[src/sv/cje_pkg.sv]
package cje_pkg;

  localparam int unsigned QFrac = 24;
  localparam int unsigned AWidth = 28;

  // |z|^2 bound of 10 in Q8.24
  localparam logic signed [32:0] EscLimit = 33'sd167772160;
  localparam logic [15:0] MaxIterReset = 16'd100;

  // configuration register indexes
  localparam logic [1:0] CFG_A_RE = 2'd0;
  localparam logic [1:0] CFG_A_IM = 2'd1;
  localparam logic [1:0] CFG_MAX_ITER = 2'd2;

  // multiplier operand selection
  localparam logic [2:0] MUL_RR = 3'd0;
  localparam logic [2:0] MUL_II = 3'd1;
  localparam logic [2:0] MUL_RI = 3'd2;
  localparam logic [2:0] MUL_T1DR = 3'd3;
  localparam logic [2:0] MUL_T2DI = 3'd4;
  localparam logic [2:0] MUL_T1DI = 3'd5;
  localparam logic [2:0] MUL_T2DR = 3'd6;

  // destination of the scaled product
  localparam logic [2:0] WB_NONE = 3'd0;
  localparam logic [2:0] WB_RE2 = 3'd1;
  localparam logic [2:0] WB_IM2 = 3'd2;
  localparam logic [2:0] WB_PREP = 3'd3;
  localparam logic [2:0] WB_M1 = 3'd4;
  localparam logic [2:0] WB_M2 = 3'd5;
  localparam logic [2:0] WB_M3 = 3'd6;
  localparam logic [2:0] WB_UPD = 3'd7;

  typedef struct packed {
    logic               func;
    logic signed [31:0] z_re;
    logic signed [31:0] z_im;
  } in_t;

  typedef struct packed {
    logic               bounded;
    logic [16:0]        escape_code;
    logic signed [31:0] new_re;
    logic signed [31:0] new_im;
  } out_t;

  typedef struct packed {
    logic       load_in;
    logic [2:0] mul_sel;
    logic [2:0] wb_sel;
    logic       load_out;
  } cmd_t;

  typedef struct packed {
    logic func;
    logic limit_hit;
    logic escaped;
  } status_t;

  function automatic logic signed [31:0] sat33(input logic signed [32:0] v);
    logic signed [31:0] r;
    if (v[32] != v[31]) begin
      r = v[32] ? 32'sh8000_0000 : 32'sh7fff_ffff;
    end else begin
      r = v[31:0];
    end
    return r;
  endfunction

  // floor shift by QFrac, then clamp to 32 bits
  function automatic logic signed [31:0] scale_prod(input logic signed [63:0] p);
    logic signed [31:0] r;
    if ((p[63:55] != '0) && (p[63:55] != '1)) begin
      r = p[63] ? 32'sh8000_0000 : 32'sh7fff_ffff;
    end else begin
      r = p[55:24];
    end
    return r;
  endfunction

endpackage

[src/sv/cubic_julia_escape_time.sv]
// Escape-time engine for the cubic Julia map z -> z^2 * (z - a), Q8.24.
// Input channel (in_valid_i/in_ready_o, in_data_i): func selects an
// escape-time count (0) or a single map step (1) from the start point.
// Output channel (out_valid_o/out_ready_i, out_data_o): one result per input.
// Config channel (cfg_valid_i/cfg_ready_o): a_re, a_im, max_iter by index;
// always ready, write only while no item is in flight.
// One item is processed at a time. A map step issues seven products on the
// single shared 32x32 multiplier: three before the escape test and four
// before the update. A func 0 item stops once max_iter steps have run, or
// when the escape test of the step that would follow finds |z|^2 at or
// above the bound; a func 1 item runs a single map step.
// The result sits in an output register: the next input is taken while it
// waits, and a finished item holds in the engine while the receiver stalls.
// Reset clears the controller and sets a = 0, max_iter = 100.
module cubic_julia_escape_time (
  input  logic          clk_i,
  input  logic          rst_ni,
  input  logic          in_valid_i,
  output logic          in_ready_o,
  input  cje_pkg::in_t  in_data_i,
  output logic          out_valid_o,
  input  logic          out_ready_i,
  output cje_pkg::out_t out_data_o,
  input  logic          cfg_valid_i,
  output logic          cfg_ready_o,
  input  logic [1:0]    cfg_index_i,
  input  logic [31:0]   cfg_data_i
);

  cje_pkg::cmd_t    cmd;
  cje_pkg::status_t status;

  assign cfg_ready_o = 1'b1;

  cje_ctrl u_ctrl (
    .clk_i       (clk_i),
    .rst_ni      (rst_ni),
    .in_valid_i  (in_valid_i),
    .in_ready_o  (in_ready_o),
    .out_valid_o (out_valid_o),
    .out_ready_i (out_ready_i),
    .cmd_o       (cmd),
    .status_i    (status)
  );

  cje_dp u_dp (
    .clk_i       (clk_i),
    .rst_ni      (rst_ni),
    .cmd_i       (cmd),
    .status_o    (status),
    .in_data_i   (in_data_i),
    .cfg_we_i    (cfg_valid_i),
    .cfg_index_i (cfg_index_i),
    .cfg_data_i  (cfg_data_i),
    .out_data_o  (out_data_o)
  );

endmodule

[src/sv/cje_qmul.sv]
module cje_qmul (
  input  logic               clk_i,
  input  logic signed [31:0] a_i,
  input  logic signed [31:0] b_i,
  output logic signed [31:0] res_o
);

  logic signed [63:0] prod_d;
  logic signed [63:0] prod_q;

  assign prod_d = 64'(a_i) * 64'(b_i);

  always_ff @(posedge clk_i) begin
    prod_q <= prod_d;
  end

  assign res_o = cje_pkg::scale_prod(prod_q);

endmodule

[src/sv/cje_dp.sv]
module cje_dp (
  input  logic            clk_i,
  input  logic            rst_ni,
  input  cje_pkg::cmd_t   cmd_i,
  output cje_pkg::status_t status_o,
  input  cje_pkg::in_t    in_data_i,
  input  logic            cfg_we_i,
  input  logic [1:0]      cfg_index_i,
  input  logic [31:0]     cfg_data_i,
  output cje_pkg::out_t   out_data_o
);

  logic signed [cje_pkg::AWidth-1:0] a_re_q, a_im_q;
  logic [15:0] max_iter_q;

  logic               func_q;
  logic signed [31:0] cur_re_q, cur_im_q;
  logic [15:0]        n_q;
  logic signed [31:0] re2_q, im2_q;
  logic signed [31:0] t1_q, t2_q, dr_q, di_q;
  logic signed [31:0] m1_q, m2_q, m3_q;
  cje_pkg::out_t      out_q, out_d;

  logic signed [31:0] mul_a, mul_b, mul_res;
  logic signed [32:0] mag;
  logic signed [31:0] dr_d, di_d, t1_d, t2_d, new_re_d, new_im_d;

  always_ff @(posedge clk_i or negedge rst_ni) begin
    if (!rst_ni) begin
      a_re_q     <= '0;
      a_im_q     <= '0;
      max_iter_q <= cje_pkg::MaxIterReset;
    end else if (cfg_we_i) begin
      unique case (cfg_index_i)
        cje_pkg::CFG_A_RE:     a_re_q <= cfg_data_i[cje_pkg::AWidth-1:0];
        cje_pkg::CFG_A_IM:     a_im_q <= cfg_data_i[cje_pkg::AWidth-1:0];
        cje_pkg::CFG_MAX_ITER: max_iter_q <= cfg_data_i[15:0];
        default: ;
      endcase
    end
  end

  always_comb begin
    unique case (cmd_i.mul_sel)
      cje_pkg::MUL_II:   begin mul_a = cur_im_q; mul_b = cur_im_q; end
      cje_pkg::MUL_RI:   begin mul_a = cur_re_q; mul_b = cur_im_q; end
      cje_pkg::MUL_T1DR: begin mul_a = t1_q;     mul_b = dr_q;     end
      cje_pkg::MUL_T2DI: begin mul_a = t2_q;     mul_b = di_q;     end
      cje_pkg::MUL_T1DI: begin mul_a = t1_q;     mul_b = di_q;     end
      cje_pkg::MUL_T2DR: begin mul_a = t2_q;     mul_b = dr_q;     end
      default:           begin mul_a = cur_re_q; mul_b = cur_re_q; end
    endcase
  end

  cje_qmul u_qmul (
    .clk_i (clk_i),
    .a_i   (mul_a),
    .b_i   (mul_b),
    .res_o (mul_res)
  );

  assign mag = 33'(re2_q) + 33'(im2_q);
  assign dr_d = cje_pkg::sat33(33'(cur_re_q) - 33'(a_re_q));
  assign di_d = cje_pkg::sat33(33'(cur_im_q) - 33'(a_im_q));
  assign t1_d = cje_pkg::sat33(33'(re2_q) - 33'(im2_q));
  // mul_res holds re*im here
  assign t2_d = cje_pkg::sat33({mul_res, 1'b0});
  assign new_re_d = cje_pkg::sat33(33'(m1_q) - 33'(m2_q));
  assign new_im_d = cje_pkg::sat33(33'(m3_q) + 33'(mul_res));

  always_ff @(posedge clk_i) begin
    if (cmd_i.load_in) begin
      func_q   <= in_data_i.func;
      cur_re_q <= in_data_i.z_re;
      cur_im_q <= in_data_i.z_im;
      n_q      <= '0;
    end else begin
      unique case (cmd_i.wb_sel)
        cje_pkg::WB_RE2: re2_q <= mul_res;
        cje_pkg::WB_IM2: im2_q <= mul_res;
        cje_pkg::WB_PREP: begin
          t1_q <= t1_d;
          t2_q <= t2_d;
          dr_q <= dr_d;
          di_q <= di_d;
        end
        cje_pkg::WB_M1: m1_q <= mul_res;
        cje_pkg::WB_M2: m2_q <= mul_res;
        cje_pkg::WB_M3: m3_q <= mul_res;
        cje_pkg::WB_UPD: begin
          cur_re_q <= new_re_d;
          cur_im_q <= new_im_d;
          if (!func_q) begin
            n_q <= n_q + 16'd1;
          end
        end
        default: ;
      endcase
    end
  end

  assign status_o.func      = func_q;
  assign status_o.limit_hit = (n_q >= max_iter_q);
  assign status_o.escaped   = (mag >= cje_pkg::EscLimit);

  always_comb begin
    out_d = '0;
    if (func_q) begin
      out_d.new_re = cur_re_q;
      out_d.new_im = cur_im_q;
    end else if (status_o.limit_hit) begin
      out_d.bounded = 1'b1;
    end else begin
      out_d.escape_code = {n_q, 1'b0};
    end
  end

  always_ff @(posedge clk_i) begin
    if (cmd_i.load_out) begin
      out_q <= out_d;
    end
  end

  assign out_data_o = out_q;

endmodule

[src/sv/cje_ctrl.sv]
module cje_ctrl (
  input  logic             clk_i,
  input  logic             rst_ni,
  input  logic             in_valid_i,
  output logic             in_ready_o,
  output logic             out_valid_o,
  input  logic             out_ready_i,
  output cje_pkg::cmd_t    cmd_o,
  input  cje_pkg::status_t status_i
);

  localparam logic [3:0] S_IDLE = 4'd0;
  localparam logic [3:0] S_RR   = 4'd1;
  localparam logic [3:0] S_II   = 4'd2;
  localparam logic [3:0] S_RI   = 4'd3;
  localparam logic [3:0] S_TEST = 4'd4;
  localparam logic [3:0] S_M1   = 4'd5;
  localparam logic [3:0] S_M2   = 4'd6;
  localparam logic [3:0] S_M3   = 4'd7;
  localparam logic [3:0] S_M4   = 4'd8;
  localparam logic [3:0] S_UPD  = 4'd9;
  localparam logic [3:0] S_FIN  = 4'd10;

  logic [3:0] state_q, state_d;
  logic       out_valid_q, out_valid_d;

  assign in_ready_o = (state_q == S_IDLE);

  always_comb begin
    state_d       = state_q;
    cmd_o         = '0;
    cmd_o.mul_sel = cje_pkg::MUL_RR;
    cmd_o.wb_sel  = cje_pkg::WB_NONE;
    unique case (state_q)
      S_IDLE: begin
        if (in_valid_i) begin
          cmd_o.load_in = 1'b1;
          state_d       = S_RR;
        end
      end
      S_RR: begin
        if (!status_i.func && status_i.limit_hit) begin
          state_d = S_FIN;
        end else begin
          state_d = S_II;
        end
      end
      S_II: begin
        cmd_o.mul_sel = cje_pkg::MUL_II;
        cmd_o.wb_sel  = cje_pkg::WB_RE2;
        state_d       = S_RI;
      end
      S_RI: begin
        cmd_o.mul_sel = cje_pkg::MUL_RI;
        cmd_o.wb_sel  = cje_pkg::WB_IM2;
        state_d       = S_TEST;
      end
      S_TEST: begin
        cmd_o.wb_sel = cje_pkg::WB_PREP;
        if (!status_i.func && status_i.escaped) begin
          state_d = S_FIN;
        end else begin
          state_d = S_M1;
        end
      end
      S_M1: begin
        cmd_o.mul_sel = cje_pkg::MUL_T1DR;
        state_d       = S_M2;
      end
      S_M2: begin
        cmd_o.mul_sel = cje_pkg::MUL_T2DI;
        cmd_o.wb_sel  = cje_pkg::WB_M1;
        state_d       = S_M3;
      end
      S_M3: begin
        cmd_o.mul_sel = cje_pkg::MUL_T1DI;
        cmd_o.wb_sel  = cje_pkg::WB_M2;
        state_d       = S_M4;
      end
      S_M4: begin
        cmd_o.mul_sel = cje_pkg::MUL_T2DR;
        cmd_o.wb_sel  = cje_pkg::WB_M3;
        state_d       = S_UPD;
      end
      S_UPD: begin
        cmd_o.wb_sel = cje_pkg::WB_UPD;
        state_d      = status_i.func ? S_FIN : S_RR;
      end
      S_FIN: begin
        // hold until the output register is free
        if (!out_valid_q || out_ready_i) begin
          cmd_o.load_out = 1'b1;
          state_d        = S_IDLE;
        end
      end
      default: state_d = S_IDLE;
    endcase
  end

  assign out_valid_d = cmd_o.load_out || (out_valid_q && !out_ready_i);

  always_ff @(posedge clk_i or negedge rst_ni) begin
    if (!rst_ni) begin
      state_q     <= S_IDLE;
      out_valid_q <= 1'b0;
    end else begin
      state_q     <= state_d;
      out_valid_q <= out_valid_d;
    end
  end

  assign out_valid_o = out_valid_q;

endmodule

[config.mk]
export PLATFORM = sky130hd
export DESIGN_NAME = cubic_julia_escape_time
export DESIGN_NICKNAME = d
export VERILOG_FILES = /design/src/sv/cje_pkg.sv /design/src/sv/cubic_julia_escape_time.sv /design/src/sv/cje_qmul.sv /design/src/sv/cje_dp.sv /design/src/sv/cje_ctrl.sv
export SDC_FILE = /design/constraint.sdc
export NUM_CORES = 2
export LEC_CHECK = 0
export ABC_AREA = 1
export BUFFER_PORTS_ARGS = -buffer_cell sky130_fd_sc_hd__buf_2
export CAP_MARGIN = 15
export CORE_MARGIN = 10
export CORE_UTILIZATION = 28
export DETAILED_ROUTE_END_ITERATION = 8
export GPL_TIMING_DRIVEN = 0
export SYNTH_ARGS = -nofsm -noshare
export SYNTH_HDL_FRONTEND = slang
export SYNTH_SLANG_ARGS = --single-unit
[constraint.sdc]
create_clock -name clk_i -period 29.1 [get_ports clk_i]
set_clock_uncertainty 0.05 [all_clocks]
set_input_delay 2.91 -clock clk_i [delete_from_list [all_inputs] [get_ports clk_i]]
set_output_delay 2.91 -clock clk_i [all_outputs]
set_load 0.1 [all_outputs]
==> impl_metrics.yaml <==
status:
  outcome: "finished, final reports clean"
timing:
  finalSetupViolations: 0
  period_minus_slack_ns: 11.15
  slew_headroom_pct: 9.96
  fmax_ghz: 0.0897
  finalSetupTns_ns: 0
  finalHoldViolations: 0
  tightest_slew_ns: 1.34
  fin_crit_sh_pct: 38.3
  whs_ns: 0.435
  drv_slew: 0
  grt_setup_unrepaired: "no"
yosys:
  ys_ff_latch: 567
  synth_cell_types: 55
  syn_avg_cell_area_um2: 8.52
  async_flop_share_pct: 13.6
  synth_nets: 9638
  ys.flop_type: "edfxtp_1"
  syn_inst: 8058
  yosys_warnings: 0
  netlist_area_um2: 68700
  ys_seq_area_share_pct: 23.4
  synth_edf_count: 434
floorplan:
  dieHeight_um: 515
  start_util_pct: 28.2
  row_count: 181
  dieArea_um2: 265000
  coreArea_um2: 244000
  die_w_um: 515
  io_pins: 189
cts:
  clkLatencyLatePin_ns: 0.66
  clk_pin_slew_worst_paths_ns: 0.07
  tritoncts: "built"
  ctsResizeCount: 0
  cts.sinks: 567
  post-cts-setup-buffer-count: 0
  cts.path.max_buffers: 3
  hold_buffers: 0
  htreeDepth: 2
  tritoncts.num_buffers: 61
  cts_root_buf: "clkbuf_16"
final_layout:
  nets: 9908
  final_layout_size_suffix_gt1_share_pct: 5.56
  syn_to_final_growth_pct: 11.2
placement:
  gp_congestion: 1.03
  io_buffers: 182
  hpwlAfterDp_mm: 229
setup_path:
  r2r-start: "u_ctrl.state_q[1]"
  crit_required_ns: 29.58
  cp-end-kind: "flip-flop"
  path_class: "flip-flop to flip-flop"
  startpoint: "u_ctrl.state_q[1]"
  cp_slowest_cell: "fa_1"
  crit_fanout: 18
  cp-start-kind: "flip-flop"
  cp_slowest_stage_delay_ns: 0.94
  arrival_ns: 11.63
  path_buf_inv: 9
  critPathTopFamily: "adder cells"
  critPathMostFrequentCell: "fa_1"
grt:
  grt.met3_usage_pct: 4.97
  grt_max_degree: 70
  top_usage_layer: "met2"
  grt_overflow: 0
  track_usage_pct: 20.0
  grt_antenna_before_repair: 24
  gr-usage-met2_pct: 31.3
  grt_pass1_wl_mm: 391
  use_met1_pct: 25.4
  grt_pass1_vias: 57430
detailed_routing:
  vias: 56926
  via_per_inst: 4.91
  antenna_left: 0
  routedWlPerCell_um: 23.4
  drc_errors: 0
  firstDrtPassIters: 6
  drtIter0Drc: 5805
  wl_mm: 271
flow_run:
  cap_viol_max_count: 0
hold_path:
  worstHoldStart: "u_dp.a_re_q[18]"
  hold_class: "flip-flop to flip-flop"
==> kinds of logic (layout without fill, tap and decap cells) <==
kind of cell / Yosys count / in the layout / synth area share [%]
DFF: 567 / 567 / 23.4
adders and majority gates: 1476 / 1476 / 38.8
AOI/OAI and AO/OA: 962 / 962 / 7.88
and+or+nand+nor: 2927 / 2927 / 16.7
xor gates and xnor gates: 187 / 187 / 2.38
buffers and inverters: 1937 / 2259 / 10.8
other: 2 / 12 / 0.0109
==> registers in the layout, summed over array words and instances (netlist names) <==
signal	cells
u_dp.t2_q	32
u_dp.n_q	16
u_ctrl.state_q	4
u_dp.cur_im_q	32
u_dp.dr_q	32
u_dp.out_data_o	81
u_dp.u_qmul.prod_q	40
u_dp.func_q	1
u_dp.m1_q	32
u_dp.t1_q	32
u_dp.a_re_q	28
u_dp.m3_q	32
u_dp.max_iter_q	16
u_dp.re2_q	32
u_dp.m2_q	32
u_dp.im2_q	32
u_dp.di_q	32
u_ctrl.out_valid_o	1
u_dp.cur_re_q	32
u_dp.a_im_q	28
==> per-layer routing <==
| metal | routed length, µm | vias up | share of wire, % |
|---|---|---|---|
| li1 | - | 25279 | - |
| met1 | 107000 | 28110 | 39 |
| met2 | 120000 | 2842 | 44 |
| met3 | 27300 | 673 | 10 |
| met4 | 17500 | 22 | 6.4 |
| met5 | 143 | - | 0.053 |
==> final timing paths <==
kind / endpoint / slack [ns] / depth (start not counted)
max: u_dp.u_qmul.prod_q[52] / 17.95 / 33
min in group asynchronous: u_dp.max_iter_q[11] / 2.05 / 1
min: u_dp.a_re_q[18] / 0.44 / 2
max in group asynchronous: u_dp.max_iter_q[5] / 26.33 / 2
min reg2reg: u_dp.a_re_q[18] / 0.44 / 2
max reg2reg: u_dp.u_qmul.prod_q[52] / 17.95 / 33
==> worst reg2reg max path, delay by kind of cell (launching register included) <==
kind | cells | cell delay (ns)
buffers and inverters | 9 | 1.97
adder cells (fa/ha/maj) | 9 | 5.53
AND/OR/NAND/NOR | 14 | 2.89
AO/OA/AOI/OAI | 1 | 0.13
flip-flops | 1 | 0.46
==> Yosys cell counts (11+ instances only) <==
library cell	instances	area share, %
a21boi_0	17	0.19
a21o_1	30	0.33
a21oi_1	462	3.4
a221oi_1	27	0.34
a31oi_1	25	0.23
buf_2	94	0.69
clkbuf_1	160	0.87
clkinv_1	16	0.087
dfrtp_1	74	2.7
dfxtp_1	56	1.6
edfxtp_1	434	19
fa_1	1087	32
ha_1	389	7.1
inv_1	1650	9.0
nand2_1	1629	8.9
nand3_1	126	0.92
nand4_1	38	0.35
nor2_1	1007	5.5
nor3_1	65	0.47
nor4_1	26	0.24
o2111ai_1	30	0.38
o21a_1	11	0.12
o21ai_0	274	2.0
o21ai_1	18	0.13
o21bai_1	22	0.24
xnor2_1	62	0.79
xor2_1	125	1.6
==> cell usage in the layout, fill, tap and decap left out, types with 56 or more instances in the layout <==
cell,netlist,layout
a21oi_1,462,461
buf_2,94,275
clkbuf_1,160,164
clkbuf_16,0,67
dfrtp_1,74,74
dfxtp_1,56,56
edfxtp_1,434,434
fa_1,1087,1086
ha_1,389,389
inv_1,1650,1651
nand2_1,1629,1628
nand3_1,126,126
nor2_1,1007,1002
nor3_1,65,65
o21ai_0,274,270
xnor2_1,62,62
xor2_1,125,125
==> final cells by class <==
type	count	area, µm²
buffer	265	1130
tap	3202	4010
antenna	10	25.0
inverter	1672	6280
clock buffer	77	1770
timing repair buffer	207	1350
sequential	567	16100
clock inverter	38	468
fill	25990	167000
multi-input combinational	5554	45300
==> through the flow <==
step | instance area (µm²) | instances | utilization [%] | setup slack, ns
after detailed placement | 74100 | 11466 | 30.4 | 18.12
after CTS | 76300 | 11581 | 31.3 | 18.07
after global placement | 73600 | 11442 | 30.2 | 15.68
after global routing | 76400 | 11585 | 31.3 | 17.50
after floorplan | 68700 | 8058 | - | 19.34
final | 76400 | 11592 | 31.3 | 17.95
Power is left out: the tool's default activity adds up to more than one toggle a clock period on the data nets, which glitch-free logic cannot reach.
